--- src/rtl/abps_pkg.sv ---
// shared types, codes and pattern rom for the alarm buzzer pattern sequencer
package abps_pkg;

  localparam int ElapsedW = 16;
  localparam int StepTimeW = 10;
  localparam int StepPosW = 3;
  localparam int MelodyTimeW = 10;
  localparam int MelodyPosW = 3;
  localparam int FbTimeW = 9;
  localparam int FbPosW = 2;
  localparam logic [7:0] MaxHour = 8'd23;
  localparam logic [7:0] MaxMinute = 8'd59;

  typedef enum logic [2:0] {
    ACT_TICK     = 3'd0,
    ACT_RTC      = 3'd1,
    ACT_DISMISS  = 3'd2,
    ACT_SOFT     = 3'd3,
    ACT_FEEDBACK = 3'd4,
    ACT_SET      = 3'd5
  } action_t;

  typedef enum logic [1:0] {
    PAT_LOUD   = 2'd0,
    PAT_SOFT   = 2'd1,
    PAT_FB_EN  = 2'd2,
    PAT_FB_DIS = 2'd3
  } pattern_t;

  typedef struct packed {
    logic [StepTimeW-1:0] dur;
    logic                 on;
  } pat_entry_t;

  // result of one pattern step from the shared step unit
  typedef struct packed {
    logic [StepPosW-1:0]  pos_norm;
    logic                 on;
    logic                 ends;
    logic                 wrap;
    logic [StepPosW-1:0]  pos_next;
    logic [StepTimeW-1:0] t_sum;
    logic [ElapsedW-1:0]  elapsed_left;
  } step_res_t;

  function automatic logic [StepPosW-1:0] pattern_len(input pattern_t pat);
    logic [StepPosW-1:0] len;
    unique case (pat)
      PAT_LOUD:   len = 3'd6;
      PAT_SOFT:   len = 3'd4;
      PAT_FB_EN:  len = 3'd3;
      PAT_FB_DIS: len = 3'd1;
      default:    len = 3'd1;
    endcase
    return len;
  endfunction

  function automatic pat_entry_t pattern_step(input pattern_t pat,
                                              input logic [StepPosW-1:0] pos);
    pat_entry_t e;
    e = '{dur: 10'd0, on: 1'b0};
    unique case (pat)
      PAT_LOUD: begin
        unique case (pos)
          3'd0:    e = '{dur: 10'd120, on: 1'b1};
          3'd1:    e = '{dur: 10'd80,  on: 1'b0};
          3'd2:    e = '{dur: 10'd120, on: 1'b1};
          3'd3:    e = '{dur: 10'd80,  on: 1'b0};
          3'd4:    e = '{dur: 10'd320, on: 1'b1};
          3'd5:    e = '{dur: 10'd700, on: 1'b0};
          default: e = '{dur: 10'd120, on: 1'b1};
        endcase
      end
      PAT_SOFT: begin
        unique case (pos)
          3'd0:    e = '{dur: 10'd70,  on: 1'b1};
          3'd1:    e = '{dur: 10'd430, on: 1'b0};
          3'd2:    e = '{dur: 10'd70,  on: 1'b1};
          3'd3:    e = '{dur: 10'd950, on: 1'b0};
          default: e = '{dur: 10'd70,  on: 1'b1};
        endcase
      end
      PAT_FB_EN: begin
        unique case (pos)
          3'd0:    e = '{dur: 10'd90, on: 1'b1};
          3'd1:    e = '{dur: 10'd70, on: 1'b0};
          3'd2:    e = '{dur: 10'd90, on: 1'b1};
          default: e = '{dur: 10'd90, on: 1'b1};
        endcase
      end
      PAT_FB_DIS: e = '{dur: 10'd260, on: 1'b1};
      default:    e = '{dur: 10'd260, on: 1'b1};
    endcase
    return e;
  endfunction

endpackage

--- src/rtl/abps_step_unit.sv ---
// shared step unit: looks up one pattern step and works out its remaining time
module abps_step_unit import abps_pkg::*; (
  input  pattern_t              pat,
  input  logic [StepPosW-1:0]   pos,
  input  logic [StepTimeW-1:0]  t,
  input  logic [ElapsedW-1:0]   elapsed,
  output step_res_t             res
);

  logic [StepPosW-1:0]  len;
  logic [StepPosW-1:0]  pos_norm;
  logic [StepPosW-1:0]  pos_inc;
  pat_entry_t           entry;
  logic [StepTimeW-1:0] remaining;

  always_comb begin
    len       = pattern_len(pat);
    // a position past the pattern end restarts at the first step
    pos_norm  = (pos >= len) ? '0 : pos;
    entry     = pattern_step(pat, pos_norm);
    remaining = (t < entry.dur) ? (entry.dur - t) : '0;
    pos_inc   = pos_norm + 3'd1;

    res.pos_norm     = pos_norm;
    res.on           = entry.on;
    res.ends         = (elapsed >= {{(ElapsedW-StepTimeW){1'b0}}, remaining});
    res.wrap         = (pos_inc >= len);
    res.pos_next     = res.wrap ? '0 : pos_inc;
    res.t_sum        = t + elapsed[StepTimeW-1:0];
    res.elapsed_left = elapsed - {{(ElapsedW-StepTimeW){1'b0}}, remaining};
  end

endmodule

--- src/rtl/alarm_buzzer_pattern_sequencer.sv ---
// top level of the alarm buzzer pattern sequencer: action decode, state and step walk
// An action that does not walk a pattern finishes in the cycle it is accepted, so its result
// beat is registered and follows in the next cycle. This covers every action other than tick,
// and a tick while not ringing with no feedback tone running. A tick that walks a pattern goes
// one step per cycle through the shared step unit, stepping on past each step boundary that it
// crosses, so the walk grows longer with tick_ms. in_ready is low while a walk runs and while
// an untaken result beat fills the output register.
module alarm_buzzer_pattern_sequencer import abps_pkg::*; (
  input  logic                clk,
  input  logic                rst,
  input  logic                in_valid,
  output logic                in_ready,
  input  logic [2:0]          action,
  input  logic                flag,
  input  logic [ElapsedW-1:0] tick_ms,
  input  logic [7:0]          alarm_hour,
  input  logic [7:0]          alarm_minute,
  output logic                out_valid,
  input  logic                out_ready,
  output logic                buzzer_on,
  output logic                level_changed,
  output logic                is_ringing,
  output logic                status,
  output logic                clear_rtc_flag
);

  typedef enum logic [1:0] {
    ST_IDLE = 2'b01,
    ST_WALK = 2'b10
  } state_t;

  state_t state, state_next;

  logic ringing, ringing_next;
  logic soft_mode, soft_mode_next;
  logic alarm_armed, alarm_armed_next;
  logic buzzer_level, buzzer_level_next;
  logic [MelodyPosW-1:0]  melody_position, melody_position_next;
  logic [MelodyTimeW-1:0] melody_time, melody_time_next;
  logic feedback_running, feedback_running_next;
  logic feedback_enable_tone, feedback_enable_tone_next;
  logic [FbPosW-1:0]  feedback_position, feedback_position_next;
  logic [FbTimeW-1:0] feedback_time, feedback_time_next;

  // walk working registers
  pattern_t             wpat, wpat_next;
  logic [StepPosW-1:0]  wpos, wpos_next;
  logic [StepTimeW-1:0] wtime, wtime_next;
  logic [ElapsedW-1:0]  welapsed, welapsed_next;
  logic                 wchanged, wchanged_next;

  step_res_t step;

  logic out_load;
  logic o_changed, o_status, o_clear;
  logic accept;
  logic ch;
  logic wb;
  logic [StepPosW-1:0]  wb_pos;
  logic [StepTimeW-1:0] wb_time;

  abps_step_unit u_step (
    .pat     (wpat),
    .pos     (wpos),
    .t       (wtime),
    .elapsed (welapsed),
    .res     (step)
  );

  assign in_ready = (state == ST_IDLE) && (!out_valid || out_ready);
  assign accept   = in_valid && in_ready;

  always_comb begin
    state_next                = state;
    ringing_next              = ringing;
    soft_mode_next            = soft_mode;
    alarm_armed_next          = alarm_armed;
    buzzer_level_next         = buzzer_level;
    melody_position_next      = melody_position;
    melody_time_next          = melody_time;
    feedback_running_next     = feedback_running;
    feedback_enable_tone_next = feedback_enable_tone;
    feedback_position_next    = feedback_position;
    feedback_time_next        = feedback_time;
    wpat_next                 = wpat;
    wpos_next                 = wpos;
    wtime_next                = wtime;
    welapsed_next             = welapsed;
    wchanged_next             = wchanged;
    out_load                  = 1'b0;
    o_changed                 = 1'b0;
    o_status                  = 1'b0;
    o_clear                   = 1'b0;
    ch                        = 1'b0;
    wb                        = 1'b0;
    wb_pos                    = step.pos_norm;
    wb_time                   = wtime;

    unique case (state)
      ST_IDLE: begin
        if (accept) begin
          out_load = 1'b1;
          unique case (action)
            ACT_TICK: begin
              if (!ringing) begin
                melody_position_next = '0;
                melody_time_next     = '0;
                if (feedback_running) begin
                  out_load      = 1'b0;
                  wpat_next     = feedback_enable_tone ? PAT_FB_EN : PAT_FB_DIS;
                  wpos_next     = {{(StepPosW-FbPosW){1'b0}}, feedback_position};
                  wtime_next    = {{(StepTimeW-FbTimeW){1'b0}}, feedback_time};
                  welapsed_next = tick_ms;
                  wchanged_next = 1'b0;
                  state_next    = ST_WALK;
                end else begin
                  o_changed         = buzzer_level;
                  buzzer_level_next = 1'b0;
                end
              end else begin
                feedback_running_next     = 1'b0;
                feedback_enable_tone_next = 1'b0;
                feedback_position_next    = '0;
                feedback_time_next        = '0;
                out_load      = 1'b0;
                wpat_next     = soft_mode ? PAT_SOFT : PAT_LOUD;
                wpos_next     = melody_position;
                wtime_next    = melody_time;
                welapsed_next = tick_ms;
                wchanged_next = 1'b0;
                state_next    = ST_WALK;
              end
            end
            ACT_RTC: begin
              if (flag && alarm_armed) begin
                ringing_next              = 1'b1;
                soft_mode_next            = 1'b0;
                melody_position_next      = '0;
                melody_time_next          = '0;
                feedback_running_next     = 1'b0;
                feedback_enable_tone_next = 1'b0;
                feedback_position_next    = '0;
                feedback_time_next        = '0;
                buzzer_level_next         = 1'b1;
              end else if (flag) begin
                o_clear = 1'b1;
              end
            end
            ACT_DISMISS: begin
              ringing_next              = 1'b0;
              soft_mode_next            = 1'b0;
              melody_position_next      = '0;
              melody_time_next          = '0;
              feedback_running_next     = 1'b0;
              feedback_enable_tone_next = 1'b0;
              feedback_position_next    = '0;
              feedback_time_next        = '0;
              buzzer_level_next         = 1'b0;
              o_clear                   = 1'b1;
            end
            ACT_SOFT: begin
              if (soft_mode != flag) begin
                soft_mode_next       = flag;
                melody_position_next = '0;
                melody_time_next     = '0;
              end
            end
            ACT_FEEDBACK: begin
              if (!ringing) begin
                feedback_running_next     = 1'b1;
                feedback_enable_tone_next = flag;
                feedback_position_next    = '0;
                feedback_time_next        = '0;
              end
            end
            ACT_SET: begin
              if (alarm_hour <= MaxHour && alarm_minute <= MaxMinute) begin
                alarm_armed_next          = flag;
                ringing_next              = 1'b0;
                soft_mode_next            = 1'b0;
                melody_position_next      = '0;
                melody_time_next          = '0;
                feedback_running_next     = 1'b0;
                feedback_enable_tone_next = 1'b0;
                feedback_position_next    = '0;
                feedback_time_next        = '0;
                buzzer_level_next         = 1'b0;
                o_clear                   = 1'b1;
              end else begin
                o_status = 1'b1;
              end
            end
            default: begin
            end
          endcase
        end
      end
      ST_WALK: begin
        ch = wchanged;
        if (welapsed == '0) begin
          wb       = 1'b1;
          out_load = 1'b1;
        end else begin
          ch                = wchanged | (buzzer_level != step.on);
          buzzer_level_next = step.on;
          if (!step.ends) begin
            wb       = 1'b1;
            wb_time  = step.t_sum;
            out_load = 1'b1;
          end else if (step.wrap && (wpat == PAT_FB_EN || wpat == PAT_FB_DIS)) begin
            // one-shot tone ran past its last step: silence and stop
            ch                        = ch | step.on;
            buzzer_level_next         = 1'b0;
            feedback_running_next     = 1'b0;
            feedback_enable_tone_next = 1'b0;
            feedback_position_next    = '0;
            feedback_time_next        = '0;
            out_load                  = 1'b1;
          end else begin
            wpos_next     = step.pos_next;
            wtime_next    = '0;
            welapsed_next = step.elapsed_left;
            wchanged_next = ch;
          end
        end
        if (wb) begin
          if (wpat == PAT_LOUD || wpat == PAT_SOFT) begin
            melody_position_next = wb_pos;
            melody_time_next     = wb_time;
          end else begin
            feedback_position_next = wb_pos[FbPosW-1:0];
            feedback_time_next     = wb_time[FbTimeW-1:0];
          end
        end
        if (out_load) begin
          o_changed  = ch;
          state_next = ST_IDLE;
        end
      end
      default: state_next = ST_IDLE;
    endcase
  end

  always_ff @(posedge clk) begin
    if (rst) begin
      state                <= ST_IDLE;
      ringing              <= 1'b0;
      soft_mode            <= 1'b0;
      alarm_armed          <= 1'b0;
      buzzer_level         <= 1'b0;
      melody_position      <= '0;
      melody_time          <= '0;
      feedback_running     <= 1'b0;
      feedback_enable_tone <= 1'b0;
      feedback_position    <= '0;
      feedback_time        <= '0;
      out_valid            <= 1'b0;
    end else begin
      state                <= state_next;
      ringing              <= ringing_next;
      soft_mode            <= soft_mode_next;
      alarm_armed          <= alarm_armed_next;
      buzzer_level         <= buzzer_level_next;
      melody_position      <= melody_position_next;
      melody_time          <= melody_time_next;
      feedback_running     <= feedback_running_next;
      feedback_enable_tone <= feedback_enable_tone_next;
      feedback_position    <= feedback_position_next;
      feedback_time        <= feedback_time_next;
      if (out_load) begin
        out_valid <= 1'b1;
      end else if (out_ready) begin
        out_valid <= 1'b0;
      end
    end
  end

  always_ff @(posedge clk) begin
    wpat     <= wpat_next;
    wpos     <= wpos_next;
    wtime    <= wtime_next;
    welapsed <= welapsed_next;
    wchanged <= wchanged_next;
    if (out_load) begin
      buzzer_on      <= buzzer_level_next;
      level_changed  <= o_changed;
      is_ringing     <= ringing_next;
      status         <= o_status;
      clear_rtc_flag <= o_clear;
    end
  end

endmodule
--- config.mk ---
export PLATFORM = sky130hd
export DESIGN_NAME = alarm_buzzer_pattern_sequencer
export DESIGN_NICKNAME = d
export VERILOG_FILES = /design/src/rtl/abps_pkg.sv /design/src/rtl/abps_step_unit.sv /design/src/rtl/alarm_buzzer_pattern_sequencer.sv
export SDC_FILE = /design/constraint.sdc
export NUM_CORES = 1
export LEC_CHECK = 0
export ABC_AREA = 1
export BUFFER_PORTS_ARGS = -buffer_cell sky130_fd_sc_hd__clkbuf_2
export CELL_PAD_IN_SITES_DETAIL_PLACEMENT = 0
export CELL_PAD_IN_SITES_GLOBAL_PLACEMENT = 1
export CORE_MARGIN = 8
export CORE_UTILIZATION = 44
export CTS_CLUSTER_SIZE = 24
export DETAILED_ROUTE_END_ITERATION = 12
export PLACE_DENSITY_LB_ADDON = 0.1
export RECOVER_POWER = 50
export SYNTH_ARGS = -nofsm -noshare
export SYNTH_HDL_FRONTEND = slang
export SYNTH_HIERARCHICAL = 1
export SYNTH_SLANG_ARGS = --single-unit
--- constraint.sdc ---
create_clock -name clk -period 8.1 [get_ports clk]
set_input_delay 1.215 -clock clk [delete_from_list [all_inputs] [get_ports clk]]
set_output_delay 1.215 -clock clk [all_outputs]
set_load 0.005 [all_outputs]
* Word level (Yosys, flattened, before mapping)
Cells that the tools add are included.
Storage, ports and cells: flip-flop bits (word level) 70, output and inout port bits 7
Cells by class: add/sub/neg operators 4, $lt $le $gt $ge 6, equal/unequal tests 37, mux-type cells 153, bitwise logic cells 2, reduce and logical (&&, ||, !) cells 27
Operators with widths (number):
- 2-to-1 mux 10 bit | 17
- 2-to-1 mux 16 bit | 7
- 2-to-1 mux 9 bit | 10
- 2-to-1 mux 1 bit | 57
- one-hot mux 10 bit (5 select lines) | 1
- 2-to-1 mux 3 bit | 16
- one-hot mux 9 bit (5 select lines) | 1
- one-hot mux 11 bit (4 select lines) | 1
- one-hot mux 10 bit (2 select lines) | 2
- 2-to-1 mux 2 bit | 17
- one-hot mux 11 bit (3 select lines) | 1
- one-hot mux 16 bit (2 select lines) | 1
- one-hot mux 11 bit (2 select lines) | 1
- != test 3 bit, second input constant | 7
- != test 2 bit, second input constant | 10
- one-hot mux 9 bit (2 select lines) | 1
- >= comparator 16 x 10 -> 1 bit | 1
- zero test 16 bit | 1
- subtractor 16 x 10 -> 16 bit | 1
- one-hot mux 3 bit (5 select lines) | 1
- AND reduction 7 bit | 2
- == test 3 bit, second input constant | 4
- != test 6 x 1 -> 1 bit, second input constant | 2
- one-hot mux 1 bit (2 select lines) | 6
- other kinds (36) | 61

* Depth between registers and ports, before layout
Gate-level depths: netlist of the first run.
word-level depth 16, mapped depth 43

* Modules after synthesis
Netlist of the first run, hierarchy kept.
Modules (own cells, without submodules):
- alarm_buzzer_pattern_sequencer | times used 1, cells each 614, area each 4106.4 sq um, sequential area each 1771.7 sq um
- abps_step_unit | times used 1, cells each 359, area each 2110.8 sq um, sequential area each 0.0 sq um

* Least setup slack after synthesis of the first run
Ideal clock, no wire load.
path type register to register, start point register wpat[1], end point register wchanged (enable), arrival 6.872 ns, setup slack 0.773 ns, stages on the path, launching flop included 33, buffers on the path 1, clock period less this slack 7.327 ns, cells stage by stage edfxtp_1 inv_1 ha_1 nor2_4 nor2_2 nand3b_1 nand3_2 inv_1 ha_1 ha_1 a21oi_1 nand2_1 inv_1 nor2_1 ha_1 nand2_1 o21ai_0 nand2_1 nand4_1 nand2_1 or2_2 ha_1 nand2_1 nor2_1 nand2_1 nand3_1 nand2_1 nand2_1 nor2_2 nand4_1 clkbuf_1 a21oi_1 nor3_1
RTL lines:
- start, declared | RTL line alarm_buzzer_pattern_sequencer.sv:46 | pattern_t wpat, wpat_next;
- start signal, assigned | RTL line alarm_buzzer_pattern_sequencer.sv:279 | wpat <= wpat_next;
- end signal, assigned | RTL line alarm_buzzer_pattern_sequencer.sv:283 | wchanged <= wchanged_next;
- end, declared | RTL line alarm_buzzer_pattern_sequencer.sv:50 | logic wchanged, wchanged_next;

==> results of run 1 <==
==> stage by stage <==
stage | hold slack [ns] | setup WS [ns] | cell area (um2)
3_5_place_dp | 0.455 | 1.07 | 6550
4_1_cts | 0.462 | 1.02 | 6840
5_1_grt | 0.479 | 0.242 | 6810
2_1_floorplan | 0.437 | 0.773 | 6220
3_3_place_gp | 0.452 | 1.05 | 6550
6_report | 0.459 | 0.918 | 6810
==> area by class of cell <==
cell class,count,area share
Inverter,131,0.0722
Multi-Input combinational cell,742,0.559
Clock inverter,5,0.00496
Timing Repair Buffer,46,0.0340
Sequential cell,70,0.260
Tap cell,180,0.0331
Clock buffer,11,0.0371
==> flip-flops by register name, indices dropped and copies added, names as in the netlist, 2 cells and up <==
name,flops
wpat,2
feedback_position,2
wpos,3
state,2
welapsed,16
feedback_time,9
melody_position,3
wtime,10
melody_time,10
==> cells in the mapped netlist (2+ instances only) <==
| master | n | share of area |
|---|---|---|
| nand2_1 | 293 | 0.18 |
| nor2_1 | 139 | 0.084 |
| inv_1 | 125 | 0.075 |
| nand3_1 | 58 | 0.047 |
| a21oi_1 | 56 | 0.045 |
| o21ai_0 | 45 | 0.036 |
| ha_1 | 44 | 0.089 |
| edfxtp_1 | 37 | 0.18 |
| dfxtp_1 | 33 | 0.11 |
| clkbuf_1 | 17 | 0.010 |
| xor2_1 | 17 | 0.024 |
| nand3b_1 | 14 | 0.017 |
| nand4_1 | 13 | 0.013 |
| buf_2 | 10 | 0.0081 |
| nor3_1 | 9 | 0.0072 |
| a21o_1 | 8 | 0.0097 |
| or2_2 | 6 | 0.0060 |
| inv_2 | 5 | 0.0030 |
| xnor2_1 | 5 | 0.0070 |
| a31oi_1 | 3 | 0.0030 |
| fa_1 | 3 | 0.0097 |
| nand2_2 | 3 | 0.0030 |
| nand2_4 | 3 | 0.0054 |
| nor2_2 | 3 | 0.0030 |
| nor2_4 | 3 | 0.0054 |
| a211oi_1 | 2 | 0.0024 |
| o21ai_2 | 2 | 0.0028 |
| o21bai_1 | 2 | 0.0024 |
==> worst reg2reg max path: cells and delay by family, from the launching register on <==
kind	cells	cell delay, ns
AOI/OAI and AO/OA	2	0.57
adders and majority gates	5	1.61
buffers and inverters	4	0.85
DFF	1	0.63
and+or+nand+nor	22	3.09
==> power by group through the flow <==
stage                     logic (mW)  registers, mW  clock network (mW)
after detailed placement        1.21          0.611                   0
after global routing            1.39          0.620               0.409
after floorplan                0.957          0.578                   0
after global placement          1.22          0.609                   0
final                           1.20          0.604               0.388
after CTS                       1.22          0.604               0.395
==> cell families (layout without fill, tap and decap cells) <==
logic type / after synthesis / after routing / share of synthesized area
flip-flops: 70 / 70 / 0.285
AND/OR/NAND/NOR: 549 / 549 / 0.376
buffers and inverters: 161 / 193 / 0.101
adder cells (fa/ha/maj): 47 / 47 / 0.0982
AO/OA/AOI/OAI: 124 / 124 / 0.109
XOR/XNOR: 22 / 22 / 0.0310
==> layer usage <==
metal | vias to the layer above | share of wire | track usage
met5 | - | 0 | 0
met4 | 0 | 0.012 | 0.0543
met3 | 13 | 0.040 | 0.0301
met2 | 102 | 0.42 | 0.288
met1 | 2600 | 0.52 | 0.258
li1 | 3155 | - | -
==> worst min path at each step <==
| stage | endpoint | slack, ns | start |
|---|---|---|---|
| global placement | feedback_enable_tone | 0.45 | feedback_enable_tone |
| detailed placement | feedback_enable_tone | 0.45 | feedback_enable_tone |
| CTS | feedback_enable_tone | 0.46 | feedback_enable_tone |
| floorplan | feedback_enable_tone | 0.44 | feedback_enable_tone |
| finish | feedback_enable_tone | 0.46 | feedback_enable_tone |
| global route | feedback_enable_tone | 0.48 | feedback_enable_tone |
==> summary.md, run 1 <==
| Metric | Value |
|---|---|
| Least-Margin Pin Slew | 1.79 ns |
| DIE AREA | 18,200 um2 |
| Final Non-Filler Cells | 1,185 |
| CTS tree | built |
| Failing checks | capacitance limit, slew limit |
| Clk_skew | 0.00645 ns |
| Most frequent cells in the layout | 295 x nand2_1, 139 x nor2_1, 127 x inv_1 |
| Clock-pin slew on the worst setup and hold paths | about 0.06 ns |
| Worst R2R Setup Slack | 0.92 ns |
| Fmax | between 0.1 and 0.15 GHz |
| CP startpoint kind | flop |
| Sequential fraction of the synthesis area | 0.285 |
| CP max-delay cell | edfxtp_1 |
| Largest net degree at the start of global routing | 41 |
| Internal power | 1.15 mW |
| DR WL/cell | 13.6 um |
| CTS Buf Count | 9 |
| Ys flop type | edfxtp_1 |
| Maximum VDD drop | 0.133 mV |
| Initial core utilization | 0.450 |
| Crit end category | flop |
| Mean Syn Cell Area | 6.39 um2 |
| Reg-to-Reg Start | wpat[1] |
| GR Overflow Total | 0 |
| Period utilization | 0.887 |
| Yosys warns | 6 |
| Routability cong. | ~0.9 |
| Fin. Hold Viols | 0 |
| Core area | 13,800 um2 |
| Crit path buffers/inverters | 4 |
| RSZ-0062 raised after global routing | false |
| Final #Nets | 1,087 |
| First-pass GRT wire length | approximately 27 mm |
| Status | finished, violations left |
| Multi-input gate area | around 3800 um2 |
| Die height | 135 um |
| Crit path max-delay family | simple AND/OR/NAND/NOR gates |
| EDFF count, synth | 37 |
| Critical path endpoint | welapsed[2] |
| WP data required | 8.02 ns |
| Cells after synthesis | 973 |
| Endpoints failing setup | 0 |
| Maxcap violations | 1 |
| Clock root buffer | clkbuf_16 |
| I/O pin count | 47 |
| WP depth | 33 |
| Clock power frac | 0.177 |
| Die Width | 135 um |
| Synthesized Nets | 1,060 |
| Worst min path class | flop to flop |
| Register area | roughly 1800 um2 |
| Vias/cell | 4.95 |
| Synthesized area | 6220 um2 |
| Critical Path Fanout Max | 30 |
| Post-route minimum period | 7.18 ns |
| Rows | between 40 and 50 |
| I/O Buffers | 41 |
| DPL Wire Length | about 12 mm |
| Switching Fraction | 0.475 |
| Clk sink count | 70 |
| Aggregate routed wire length | 16.2 mm |
| Final Power | 2.20 mW |
| Post-CTS resize count | 0 |
| Post-CTS Hold Fix Bufs | 0 |
| Most used cell, CP | nand2_1 |
| # placed instances | 1,169 |
| Vias in the first global route | 5,572 |
| Logic pwr share | 0.548 |
| Max Root-Sink Buffers | 2 |
| WS Path Type | flop to flop |
| Yosys reg bits | 70 |
| Power per cell area | ~320 nW/um2 |
| Flop pwr share | 0.275 |
| Worst skew pair latency | between 0.3 and 0.4 ns |
| H-tree Lvls | 3 |
| Setup total negative slack | 0 ns |
| Iteration-0 DRC Markers | about 430 |
| Fillers | 1,458 |
| Reg2reg path depth | 33 |
| N_diodes | 0 |
| Remaining routing DRC violations | 0 |
| Pins Over Slew Limit | 41 |
| Cells on Worst Hold Path | 2 |
| Post-route ant nets | 0 |
| Post-synthesis async set-or-reset flop share | 0 |
| GRT Util Overall | 0.186 |
| Synth cell types | between 40 and 50 |
| Leakage | 3.52 nW |
| Postcts setup bufs | 0 |
| CP max stage delay | 0.63 ns |
| Arr. time, crit path | 7.10 ns |
| Area grow syn2layout | 9.54% |
| Initial antenna violation count | 0 |
| Router iterations before antenna repair | 6 |
| Switch Pwr | 1.04 mW |
| Commonest non-fill, non-tap cell in the layout | nand2_1 |
| Vias | 5,870 |
| Relative slew slack | -0.192 |
| Crit path launch | wpat[1] |
| Layout cells sized above 1 | 0.0796 |
| Finished Core Util | 0.493 |
| Worst r2r dst | welapsed[2] |
No activity file was read; power rests on OpenSTA's default activity.
==> run 2: changes to the inputs <==
- CORE_UTILIZATION: 44 -> 45
- CTS_BUF_LIST: not set -> sky130_fd_sc_hd__clkbuf_8
- CTS_CLUSTER_DIAMETER: not set -> 200
- PLACE_DENSITY: not set -> 0.85
- PLACE_DENSITY_LB_ADDON: 0.1 -> not set
==> run 2 against run 1 <==
- die area decreased by 2.0%
- highest routed layer unchanged
- combinational power about the same
- the run now ends clean
- largest cell class unchanged
- via count up 2.0%
- flip-flop and latch count is the same
- setup slack gained 0.13 ns
- clock power decreased by 26%
==> summary.md, run 2 (synthesis gave the netlist of run 1 again) <==
| Metric | Value |
|---|---|
| Fin. Hold Viols | 0 (unchanged) |
| Power per cell area | 312 nW/um2 (-3.1%) |
| Cells on Worst Hold Path | 2 (unchanged) |
| Post-CTS Hold Fix Bufs | 0 (unchanged) |
| Number of flip-flops in the largest register | 16 (unchanged) |
| Remaining routing DRC violations | 0 (unchanged) |
| Pins Over Slew Limit | 0 (-100%) |
| CP max stage delay | 0.63 ns (about the same) |
| GR Overflow Total | 0 (unchanged) |
| Cell area after layout | 6780 um2 (-0.44%) |
| Routability cong. | 0.918 (+4.9%) |
| Finished Core Util | 0.496 (+0.00362) |
| Initial core utilization | 0.455 (+0.00531) |
| N_diodes | 0 (unchanged) |
| WP data required | 8.40 ns (+0.38 ns) |
| Core area | 13,700 um2 (-1.2%) |
| I/O Buffers | 41 (unchanged) |
| Layout cells sized above 1 | 0.0831 (+0.00348) |
| Maximum VDD drop | 0.0896 mV (-33%) |
| Most frequent cells in the layout | 294 x nand2_1, 140 x nor2_1, 129 x inv_1 |
| Initial antenna violation count | 0 (unchanged) |
| RSZ-0062 raised after global routing | false |
| Relative slew slack | 0.228 (+0.420) |
| WS Path Type | flop to flop |
| Router iterations before antenna repair | 7 (+1) |
| DPL Wire Length | 12.0 mm (-0.87%) |
| Maxcap violations | 0 (-1) |
| Die height | 134 um (-0.99%) |
| Max Root-Sink Buffers | 2 (unchanged) |
| Clk_skew | 0.00936 ns (+0.00291 ns) |
| Vias | 5,989 (+2.0%) |
| Die Width | 134 um (-0.99%) |
| CTS tree | built |
| Setup total negative slack | 0 ns (unchanged) |
| CP max-delay cell | edfxtp_1 |
| Rows | 43 (unchanged) |
| Critical Path Fanout Max | 14 (-53%) |
| CP startpoint kind | flop |
| Iteration-0 DRC Markers | 507 (+19%) |
| Vias in the first global route | 5,653 (+1.5%) |
| Least-Margin Pin Slew | 1.16 ns (-0.630 ns) |
| Reg2reg path depth | 41 (+24%) |
| Endpoints failing setup | 0 (unchanged) |
| H-tree Lvls | 3 (unchanged) |
| First-pass GRT wire length | 27.5 mm (+1.1%) |
| GRT Util Overall | 0.188 (+0.00222) |
| Post-route ant nets | 0 (unchanged) |
| Leakage | 3.52 nW (about the same) |
| Area grow syn2layout | 9.06% |
| Largest net degree at the start of global routing | 40 (-2.4%) |
| Status | finished, final reports clean |
| Final setup margin | 1.05 ns (+0.133 ns) |
| CTS Buf Count | 9 (unchanged) |
| DIE AREA | 17,800 um2 (-2.0%) |
| Arr. time, crit path | 7.35 ns (+0.25 ns) |
| Commonest non-fill, non-tap cell in the layout | nand2_1 |
| Aggregate routed wire length | 16.2 mm (about the same) |
| Worst min path class | flop to flop |
| Worst skew pair latency | 0.37 ns (+0.03 ns) |
| Clock root buffer | clkbuf_8 |
| Setup WS pre-CTS | 0.945 ns (-0.124 ns) |
| Vias/cell | 5.03 (+1.5%) |
| Most used cell, CP | nand2_1 |
| Final #Nets | 1,093 (+0.55%) |
| Clk sink count | 70 (unchanged) |
| Post-CTS resize count | 0 (unchanged) |
| I/O pin count | 47 (unchanged) |
| Post-route minimum period | 7.05 ns (-0.133 ns) |
| Biggest regs | welapsed (16), melody_time (10), wtime (10) |
| Period utilization | 0.870 (-0.0164) |
| Post-DP Area | 6580 um2 (+0.42%) |
| Fmax | 0.142 GHz (+1.9%) |
| Clock-pin slew on the worst setup and hold paths | 0.07 ns (about the same) |
| Fillers | 1,461 (+0.21%) |
| Hold Slack | 0.479 ns (+0.0202 ns) |
| DR WL/cell | 13.6 um (-0.57%) |
| Crit end category | flop |
| Most flops, register | welapsed |
==> run 2: changes by cell type in the layout (fill, tap and decap cells not counted), sizes merged <==
cell,change
clkbuf,-2
clkinvlp,-2
clkinv,-1
inv,+3
bufinv,+1
buf,+7
==> run 2: final timing paths <==
kind / start / endpoint / slack (ns)
worst max register to register: wpat[1] / feedback_time[1] / 1.05
worst max-delay path: wpat[1] / feedback_time[1] / 1.05
worst min-delay path: feedback_enable_tone / feedback_enable_tone / 0.48
worst min register to register: feedback_enable_tone / feedback_enable_tone / 0.48
==> run 2: power breakdown <==
group | leakage, nW | switching (mW) | internal (mW)
sequential | 0.614 | 0.0860 | 0.514
clock | 0.109 | 0.142 | 0.148
combinational | 2.80 | 0.801 | 0.429
total | 3.52 | 1.03 | 1.09
==> run 2: through the flow <==
step | cells | total power, mW
2_1_floorplan | 973 | 1.53
3_3_place_gp | 1171 | 1.82
3_5_place_dp | 1171 | 1.83
4_1_cts | 1187 | 2.13
5_1_grt | 1191 | 2.34
6_report | 1191 | 2.12
==> run 2: cell type report <==
class / count / area, um2 / share of cell area
Clock inverter: 6 / 53.8 / 0.00794
Multi-Input combinational cell: 742 / 3810 / 0.562
Tap cell: 180 / 225 / 0.0332
Sequential cell: 70 / 1770 / 0.261
Inverter: 131 / 492 / 0.0725
Clock buffer: 10 / 138 / 0.0203
Timing Repair Buffer: 52 / 292 / 0.0430
==> run 2: routing by layer <==
metal  wire (um)  GRT usage
met4         178     0.0574
met3         621     0.0313
met2        7120      0.295
met5           0          0
met1        8240      0.258
==> run 2: what timing repair did <==
item	CTS	global route
hold endpoints to repair	0	0
setup buffers	0	4
setup endpoints to repair	0	6
==> run 2: worst max-delay path: cells and delay by family, from the launching register on <==
kind                     cells  cell delay (ns)
adder cells (fa/ha/maj)      5             1.62
flip-flops                   1             0.63
buffers and inverters        6             1.03
AND/OR/NAND/NOR             27             3.12
AO/OA/AOI/OAI                3             0.57
